==> config.mk <==
export PLATFORM = sky130hd
export DESIGN_NAME = double_ended_queue_with_search
export DESIGN_NICKNAME = d
export VERILOG_FILES = /design/src/rtl/deq_pkg.sv /design/src/rtl/deq_ram.sv /design/src/rtl/double_ended_queue_with_search.sv
export SDC_FILE = /design/constraint.sdc
export NUM_CORES = 1
export LEC_CHECK = 0
export BUFFER_PORTS_ARGS = -buffer_cell sky130_fd_sc_hd__buf_2
export CORE_UTILIZATION = 32
export DETAILED_ROUTE_END_ITERATION = 8
export PLACE_DENSITY = 0.54
export SKIP_CTS_REPAIR_TIMING = 1
export SLEW_MARGIN = 20
export SYNTH_ARGS = -nofsm -noshare
export SYNTH_HDL_FRONTEND = slang
export SYNTH_HIERARCHICAL = 1
export SYNTH_SLANG_ARGS = --single-unit
==> constraint.sdc <==
create_clock -name clk -period 22.3 [get_ports clk]
set_clock_uncertainty 0.1 [all_clocks]
set_input_delay 6.69 -clock clk [delete_from_list [all_inputs] [get_ports clk]]
set_output_delay 6.69 -clock clk [all_outputs]
set_load 0.01 [all_outputs]
==> src/rtl/deq_pkg.sv <==
// ----------------------------------------------------------------------------
// deq_pkg
// Shared action and status codes for the double-ended queue with search.
// ----------------------------------------------------------------------------
`default_nettype none

package deq_pkg;

  // Action codes carried by an input word.
  typedef logic [2:0] action_t;
  localparam action_t ACT_PUSH_FRONT = 3'd0;
  localparam action_t ACT_PUSH_BACK  = 3'd1;
  localparam action_t ACT_POP_FRONT  = 3'd2;
  localparam action_t ACT_POP_BACK   = 3'd3;
  localparam action_t ACT_SEARCH     = 3'd4;
  localparam action_t ACT_STATUS     = 3'd5;

  // Status codes reported in every result word.
  typedef logic [1:0] status_t;
  localparam status_t ST_OK    = 2'd0;
  localparam status_t ST_FULL  = 2'd1;
  localparam status_t ST_EMPTY = 2'd2;

endpackage

`default_nettype wire

==> src/rtl/deq_ram.sv <==
// ----------------------------------------------------------------------------
// deq_ram
// Ring storage for the queue: one write port and one read port with
// registered read data.
// ----------------------------------------------------------------------------
`default_nettype none

module deq_ram #(
  parameter int DEPTH = 16,
  parameter int AW    = 4
) (
  input  wire logic              clk,
  input  wire logic              wr_en,
  input  wire logic [AW-1:0]     wr_addr,
  input  wire logic signed [31:0] wr_data,
  input  wire logic              rd_en,
  input  wire logic [AW-1:0]     rd_addr,
  output logic signed [31:0]     rd_data
);

  logic signed [31:0] mem [DEPTH];

  // Write port.
  always_ff @(posedge clk) begin
    if (wr_en) begin
      mem[wr_addr] <= wr_data;
    end
  end

  // Registered read port.
  always_ff @(posedge clk) begin
    if (rd_en) begin
      rd_data <= mem[rd_addr];
    end
  end

endmodule

`default_nettype wire

==> src/rtl/double_ended_queue_with_search.sv <==
// ----------------------------------------------------------------------------
// double_ended_queue_with_search
// Double-ended queue of signed 32-bit words in a ring memory, with a search
// that walks the stored entries from the front through one compare unit.
// ----------------------------------------------------------------------------
// An accepted word steps through S_RD_FRONT, S_RD_BACK (if still non-empty)
// and S_DONE, which waits for a free output register; a non-empty search first
// walks S_SEARCH to a hit or the end. Throughput: one word at a time; input
// ready rises with the result, and the single read port, which fetches front,
// back and each searched entry in turn, sets the pace.
// Reset (synchronous, active high) empties the queue; memory is not cleared.
`default_nettype none

module double_ended_queue_with_search
  import deq_pkg::*;
#(
  parameter int DEPTH = 16
) (
  input  wire logic               clk,
  input  wire logic               rst,
  input  wire logic               in_valid,
  output logic                    in_ready,
  input  wire logic [2:0]         action,
  input  wire logic signed [31:0] value,
  output logic                    out_valid,
  input  wire logic               out_ready,
  output logic [1:0]              status,
  output logic                    found,
  output logic [3:0]              position,
  output logic [4:0]              occupancy,
  output logic                    is_empty,
  output logic signed [31:0]      front_value,
  output logic signed [31:0]      back_value
);

  localparam int AW = $clog2(DEPTH);
  localparam int CW = $clog2(DEPTH + 1);
  localparam logic [CW-1:0] CNT_FULL = CW'(DEPTH);
  localparam logic [AW:0]   DEPTH_W  = (AW + 1)'(DEPTH);
  localparam logic [AW-1:0] LAST_SLOT = AW'(DEPTH - 1);

  typedef enum logic [2:0] {
    S_IDLE,
    S_SEARCH,
    S_RD_FRONT,
    S_RD_BACK,
    S_DONE
  } state_t;

  state_t             state;
  logic [AW-1:0]      front;
  logic [CW-1:0]      count;
  logic signed [31:0] value_r;
  logic [CW-1:0]      issue_idx;
  logic [AW-1:0]      cmp_idx;
  logic               cmp_valid;
  logic               found_r;
  logic [AW-1:0]      pos_r;
  status_t            status_r;
  logic signed [31:0] front_r;

  logic               accept;
  logic               is_push;
  logic               is_full;
  logic               wr_en;
  logic [AW-1:0]      wr_addr;
  logic               rd_en;
  logic [AW-1:0]      rd_addr;
  logic signed [31:0] rd_data;
  logic [AW-1:0]      front_dec;
  logic [AW-1:0]      front_inc;
  logic               match;
  logic               out_free;

  // Ring slot that lies a given offset behind the front entry.
  function automatic logic [AW-1:0] slot_of(input logic [AW-1:0] base,
                                            input logic [CW-1:0] off);
    logic [AW:0] sum;
    sum = {1'b0, base} + (AW + 1)'(off);
    if (sum >= DEPTH_W) begin
      sum = sum - DEPTH_W;
    end
    return sum[AW-1:0];
  endfunction

  assign accept    = in_valid && in_ready;
  assign in_ready  = (state == S_IDLE);
  assign is_push   = (action == ACT_PUSH_FRONT) || (action == ACT_PUSH_BACK);
  assign is_full   = (count == CNT_FULL);
  assign front_dec = (front == '0) ? LAST_SLOT : front - 1'b1;
  assign front_inc = (front == LAST_SLOT) ? '0 : front + 1'b1;
  assign out_free  = !out_valid || out_ready;

  // A push writes its word at the edge where it is accepted.
  assign wr_en   = accept && is_push && !is_full;
  assign wr_addr = (action == ACT_PUSH_FRONT) ? front_dec : slot_of(front, count);

  // The one read port serves the search walk and the front and back fetch.
  always_comb begin
    rd_en   = 1'b0;
    rd_addr = front;
    case (state)
      S_SEARCH: begin
        rd_en   = (issue_idx != count);
        rd_addr = slot_of(front, issue_idx);
      end
      S_RD_FRONT: begin
        rd_en   = (count != '0);
        rd_addr = front;
      end
      S_RD_BACK: begin
        rd_en   = 1'b1;
        rd_addr = slot_of(front, count - 1'b1);
      end
      default: begin
        rd_en   = 1'b0;
        rd_addr = front;
      end
    endcase
  end

  // Shared compare unit: the entry fetched last cycle against the key.
  assign match = cmp_valid && (rd_data == value_r);

  deq_ram #(
    .DEPTH (DEPTH),
    .AW    (AW)
  ) u_ram (
    .clk     (clk),
    .wr_en   (wr_en),
    .wr_addr (wr_addr),
    .wr_data (value),
    .rd_en   (rd_en),
    .rd_addr (rd_addr),
    .rd_data (rd_data)
  );

  // Sequencer, queue pointers and the result register.
  always_ff @(posedge clk) begin
    if (rst) begin
      state     <= S_IDLE;
      front     <= '0;
      count     <= '0;
      cmp_valid <= 1'b0;
      out_valid <= 1'b0;
    end else begin
      if (out_valid && out_ready) begin
        out_valid <= 1'b0;
      end
      case (state)
        S_IDLE: begin
          if (accept) begin
            value_r   <= value;
            status_r  <= ST_OK;
            found_r   <= 1'b0;
            pos_r     <= '0;
            issue_idx <= '0;
            cmp_valid <= 1'b0;
            state     <= S_RD_FRONT;
            case (action)
              ACT_PUSH_FRONT: begin
                if (is_full) begin
                  status_r <= ST_FULL;
                end else begin
                  front <= front_dec;
                  count <= count + 1'b1;
                end
              end
              ACT_PUSH_BACK: begin
                if (is_full) begin
                  status_r <= ST_FULL;
                end else begin
                  count <= count + 1'b1;
                end
              end
              ACT_POP_FRONT: begin
                if (count == '0) begin
                  status_r <= ST_EMPTY;
                end else begin
                  front <= front_inc;
                  count <= count - 1'b1;
                end
              end
              ACT_POP_BACK: begin
                if (count == '0) begin
                  status_r <= ST_EMPTY;
                end else begin
                  count <= count - 1'b1;
                end
              end
              ACT_SEARCH: begin
                if (count != '0) begin
                  state <= S_SEARCH;
                end
              end
              default: begin
                // Status query and unused codes leave the queue alone.
              end
            endcase
          end
        end
        S_SEARCH: begin
          // Issue one read per cycle and compare the one fetched before.
          if (rd_en) begin
            issue_idx <= issue_idx + 1'b1;
            cmp_idx   <= issue_idx[AW-1:0];
          end
          cmp_valid <= rd_en;
          if (match) begin
            found_r   <= 1'b1;
            pos_r     <= cmp_idx;
            cmp_valid <= 1'b0;
            state     <= S_RD_FRONT;
          end else if (!cmp_valid && issue_idx == count) begin
            state <= S_RD_FRONT;
          end
        end
        S_RD_FRONT: begin
          state <= (count == '0) ? S_DONE : S_RD_BACK;
        end
        S_RD_BACK: begin
          front_r <= rd_data;
          state   <= S_DONE;
        end
        S_DONE: begin
          // Load the result once the output register is free.
          if (out_free) begin
            out_valid <= 1'b1;
            status    <= status_r;
            found     <= found_r;
            position  <= 4'(pos_r);
            occupancy <= 5'(count);
            is_empty  <= (count == '0);
            if (count == '0) begin
              front_value <= '0;
              back_value  <= -32'sd1;
            end else begin
              front_value <= front_r;
              back_value  <= rd_data;
            end
            state <= S_IDLE;
          end
        end
        default: begin
          state <= S_IDLE;
        end
      endcase
    end
  end

  // The count never passes the ring depth.
  a_count_bound: assert property (@(posedge clk) disable iff (rst)
    count <= CNT_FULL)
    else $error("entry count exceeds depth");

  // A search walk only runs on a non-empty queue.
  a_search_nonempty: assert property (@(posedge clk) disable iff (rst)
    (state == S_SEARCH) |-> (count != '0))
    else $error("search walk on empty queue");

  // An accepted push into a queue with room grows it by one.
  a_push_grows: assert property (@(posedge clk) disable iff (rst)
    (accept && is_push && !is_full) |=> (count == $past(count) + 1'b1))
    else $error("push did not grow the queue");

  // An empty result carries the fixed front and back values.
  a_empty_values: assert property (@(posedge clk) disable iff (rst)
    (out_valid && is_empty) |-> (front_value == '0 && back_value == -32'sd1
                                 && occupancy == '0))
    else $error("empty result with wrong values");

  // A rejected push reports a full queue.
  a_full_status: assert property (@(posedge clk) disable iff (rst)
    (out_valid && status == ST_FULL) |-> (occupancy == 5'(DEPTH)))
    else $error("full status without full queue");

endmodule

`default_nettype wire
# --- Word level (Yosys, flattened, before mapping) ---
# Memory sizes are Yosys's and may differ from the RTL's. A register that Yosys moved wholly into a read port is not among the register bits.
# Index checks and enable logic that the tools add are counted.
word_totals:
  ff_bits: 171
  latch_bits: 0
  ram_bits: 512
  rom_bits: 0
  out_inout_bits: 79
  word_cells: 129
  mem_count: 1
memory_table:
  columns: ["name", "words", "word_bits", "read_ports", "rd_ports_with_merged_regs", "wr", "line_no", "text"]
  rows:
  - ["u_ram.mem", 16, 32, 1, 1, 1, "deq_ram.sv:21", "logic signed [31:0] mem [DEPTH];"]
classes:
  add_sub_neg: 11
  n_mul: 0
  div_mod_pow: 0
  magnitude_cmp: 3
  eq_ne: 22
  shifts: 0
  mux: 41
  n_bitwise: 1
  reduce_logical: 31
op_table:
  columns: ["op", "count"]
  rows:
  - ["2-to-1 mux 4 bit", 10]
  - ["== test 32 bit", 1]
  - ["case mux 4 bit (2 select lines)", 3]
  - ["2-to-1 mux 5 bit", 4]
  - ["case mux 5 bit (2 select lines)", 2]
  - ["subtractor 4 x 1 -> 4 bit, second input constant", 4]
  - ["adder 4 x 5 -> 5 bit", 3]
  - [">= comparator 5 bit, second input constant", 3]
  - ["2-to-1 mux 3 bit", 5]
  - ["case mux 3 bit (5 select lines)", 1]
  - ["inequality test 2 bit, second input constant", 7]
  - ["== test 3 x 2 -> 1 bit, second input constant", 4]
  - ["AND reduction 3 bit", 4]
  - ["adder 5 x 1 -> 5 bit, second input constant", 2]
  - ["AND reduction 5 bit", 2]
  - ["2-to-1 mux 1 bit", 9]
  - ["AND reduction 4 bit", 2]
  - ["== test 3 x 1 -> 1 bit, second input constant", 2]
  - ["== test 3 bit, second input constant", 2]
  - ["logical AND 1 bit", 6]
  - ["zero test 3 bit", 2]
  - ["2-to-1 mux 2 bit", 3]
  - ["nonzero test 2 bit", 3]
  - ["== test 5 bit", 1]
  - ["other kinds (18)", 24]

# --- Logic depth before layout (Yosys ltp) ---
logic_depth:
  ltp_word: 6
  mapped_depth: 17
  depth_no_buf: 13

# --- Cells and area by module ---
# Netlist, hierarchy kept.
modules_own_cells:
  columns: ["mod", "instances", "cells_each", "area_each_um2"]
  rows:
  - ["deq_ram", 1, 838, 20155.6]
  - ["double_ended_queue_with_search", 1, 483, 7038.0]

# --- Least setup slack after synthesis ---
# OpenSTA, ideal clock, no wires.
synth_path:
  path_kind: "input port to flip-flop"
  start: "input port rst"
  end: "register back_value[0], enable pin"
  setup_ps: 623
  t_arrival_ps: 12546
  required_ps: 21577
  slack_ps: 9031
  path_stages: 2
  cell_sequence: "clkbuf_1 > nor3b_1"
synth_between:
  elab_chain_cells: 2
synth_lines:
  columns: ["item", "line_no", "text"]
  rows:
  - ["from (decl)", "double_ended_queue_with_search.sv:20", "input wire logic rst,"]
  - ["NOT 1 bit (no line)", null, null]
  - ["AND reduction 3 bit (no line)", null, null]
  - ["to (signal assigned)", "double_ended_queue_with_search.sv:236", "back_value <= -32'sd1;"]
  - ["to (signal assigned)", "double_ended_queue_with_search.sv:239", "back_value <= rd_data;"]
  - ["to (decl)", "double_ended_queue_with_search.sv:33", "output logic signed [31:0] back_value"]
# Every way passes these cells.
# A chain may end at the register's enable or synchronous reset.

# --- Worst setup path in the final report ---
layout_path:
  start: "input port action[2]"
  end: "memory u_ram.mem[11][3], enable pin"
layout_rtl:
  columns: ["item", "line_no", "text"]
  rows:
  - ["from (decl)", "double_ended_queue_with_search.sv:23", "input wire logic [2:0] action,"]
  - ["zero test 3 bit", "double_ended_queue_with_search.sv:96", "assign wr_addr = (action == ACT_PUSH_FRONT) ? front_dec : slot_of(front, count);"]
  - ["2-to-1 mux 4 bit", "double_ended_queue_with_search.sv:96", null]
  - ["named net wr_addr[1]", "double_ended_queue_with_search.sv:66", "logic [AW-1:0] wr_addr;"]
  - ["to (decl)", "deq_ram.sv:21", null]
# The timed path passes the listed nets, and every way through them passes these cells.

==> flow_metrics.tcl <==
set metrics [dict create \
    yosysTopAreaCell "edfxtp_1" \
    synth_area_mm2 0.0272 \
    core-area_mm2 0.0838 \
    fillers 7683 \
    ys_top_cells_by_area "edfxtp_1, mux4_2, a22oi_1" \
    holdPathEnd "position[2]" \
    setup_tns_ps 0 \
    seq_area_frac_synth 0.784 \
    synthMostInstantiatedCell "edfxtp_1" \
    antenna_found_initial 3 \
    dpl.hpwl_um 38200 \
    synthSimpleGateAreaFrac 0.0426 \
    drc 0 \
    dr.max_layer_used "met4" \
    clk_pin_slew_worst_paths_ps 60 \
    ios 118 \
    clockBufferDepth 3 \
    wl_per_cell_um 22.7 \
    arrival_ps 9580 \
    ys_types 52 \
    synthMuxAreaShare 0.108 \
    cts-buffers-inserted 75 \
    grt_max_degree 87 \
    io_buffers 117 \
    min_from "pos_r[2]" \
    fin_nets 1531 \
    synthArstFlopShare 0 \
    critical_path_class "input port to register" \
    power_mw 2.98 \
    fin_crit_ps 9460 \
    worstMarginPinSlew_ps 1100 \
    critical_path.startpoint_type "input port" \
    fmax_mhz 106 \
    finalSetupViolCount 0 \
    routed_wl_um 60700 \
    cts-htree-levels 3 \
    grt_use_total 0.143 \
    synth_seq_cells 715 \
    synth_fp_nets 1374 \
    rows 106 \
    relSlewSlack 0.262 \
    synthTopCellsByCount "edfxtp_1, mux4_2, a22oi_1, nand2_1, xnor2_1" \
    synthFlopType "edfxtp_1" \
    rsz0062_at_grt "false" \
    synthXorXnorAreaFrac 0.0177 \
    die_h_um 294 \
    synth_cells 1321 \
    min_period_over_period 0.424 \
    wl_met3_um 3380 \
    met2_length_um 27200 \
    reg2reg_slack_ps 16680 \
    insertion_delay_ps 610 \
    r2r_end "u_ram/rd_data[1]" \
    synth_top_family_by_area "multiplexers" \
    power_density_mw_per_mm2 93.8 \
    setup_slack_ps 12840 \
    synthAdderAreaFrac 0.00699 \
    drt.antenna.violating_nets 0 \
    pre_cts_slack_ps 11880 \
    first_pass_iters 5 \
    synth_edf_count 701 \
    cts_sinks 715 \
    route.vias.total 13000 \
    fin_util 0.379 \
    required_ps 22420 \
    leakage_nw 9.83 \
    syn_area_per_cell_um2 20.6 \
    yosys_warnings 6 \
    tritoncts "built" \
    hold_path_class "register to register" \
    rr_worst_depth 13 \
    initial_core_util 0.324 \
    crit_fanout 32 \
    synth_compound_area_frac 0.0289 \
    status "finished, final reports clean" \
    cts_root_buf "clkbuf_16" \
    grt_pass1_vias 13000 \
    die_area_mm2 0.0862 \
    area_growth_pct 16.9 \
    met1_length_um 29100 \
    crit_path_end_kind "register" \
    max_cap_violations 0 \
    yosysTopAreaCellShare 0.774 \
    drtIter0Drc 1345 \
    gp_congestion 0.792 \
    die_w_um 294 \
    ir_worst_vdd_v 0.0000583 \
    grt_pass1_wl_um 90600 \
    r2r-start "state[2]" \
    drive_above_1_share 0.264 \
    overflow 0 \
    drv_slew 0 \
    hold_ws_ps 319 \
    min_path_cells 0 \
    viasPerCell 4.87 \
    hold_viol 0 \
]
per-stage QoR:
stage               instance area [um2]  cells
floorplan                         27200   1321
global placement                  29200   2524
detailed placement                29300   2529
CTS                               31700   2664
global route                      31800   2670
finish                            31800   2671
routing by layer:
metal / global-route usage / vias to the layer above
met5: 0 / -
met4: 0.0329 / 0
met3: 0.0256 / 82
met2: 0.211 / 400
met1: 0.218 / 6859
li1: - / 5673
sequential cells by signal (all words and copies together), names as in the netlist, 2 cells and up:
| signal | flops |
|---|---|
| position | 4 |
| front | 4 |
| value_r | 32 |
| pos_r | 4 |
| u_ram/mem | 512 |
| count | 5 |
| status | 2 |
| front_r | 32 |
| front_value | 32 |
| state | 3 |
| issue_idx | 5 |
| status_r | 2 |
| cmp_idx | 4 |
| back_value | 32 |
| u_ram/rd_data | 32 |
| occupancy | 5 |
final cells by class:
class / instances / area [um2] / area share
Sequential cell: 715 / 21300 / 0.671
Timing Repair Buffer: 143 / 946 / 0.0297
Multi-Input combinational cell: 534 / 5740 / 0.180
Tap cell: 1134 / 1420 / 0.0446
Clock buffer: 92 / 1980 / 0.0624
Clock inverter: 43 / 348 / 0.0109
Inverter: 9 / 33.8 / 0.00106
Antenna cell: 1 / 2.50 / 0.0000787
worst max path at each step:
stage,end,from,slack (ps)
final,u_ram/mem[11][3],action[2],12840
after global placement,u_ram/mem[3][3],action[2],11930
after global routing,u_ram/mem[11][3],action[2],12650
after floorplan,back_value[0],rst,9030
after CTS,u_ram/mem[11][3],action[2],12500
after detailed placement,u_ram/mem[11][4],action[2],11880
cells by family (layout without fill, tap and decap cells):
logic type	Yosys count	after routing
simple gates	220	220
buf+inv	72	287
flops	715	715
xor+xnor	55	55
compound gates	113	113
mux	132	132
other cells	0	1
fa+ha+maj	14	14
cells in the final DEF, fill, tap and decap left out, types with 3 or more instances in the layout:
cell / count
a21oi_1: 15
a22oi_1: 64
a31oi_1: 5
and2_1: 38
buf_12: 10
buf_2: 117
buf_4: 14
bufinv_16: 4
clkbuf_1: 15
clkbuf_16: 77
clkinv_1: 19
clkinv_2: 10
clkinvlp_4: 3
dfxtp_1: 14
edfxtp_1: 701
ha_1: 12
inv_1: 8
inv_6: 4
mux2i_1: 3
mux4_2: 128
nand2_1: 53
nand2b_1: 37
nand3_1: 10
nand4_1: 12
nor2_1: 22
nor2_4: 15
nor3_1: 5
nor3_2: 5
nor4_1: 4
o21ai_0: 12
xnor2_1: 43
xor2_1: 12
report_power, final:
part           internal [mW]  switching, mW  total, mW  leakage [nW]
Combinational         0.0931          0.165      0.258          2.27
Sequential              1.52         0.0209       1.54          6.43
Clock                  0.682          0.502       1.18          1.13
Total                   2.30          0.688       2.98          9.83
worst max-delay path: stages:
cell and delay [ps]:
buf_2 150, nor3_2 600, mux2i_1 730, nand2_1 430, nor2_4 920
No activity file was read; power rests on OpenSTA's default activity.
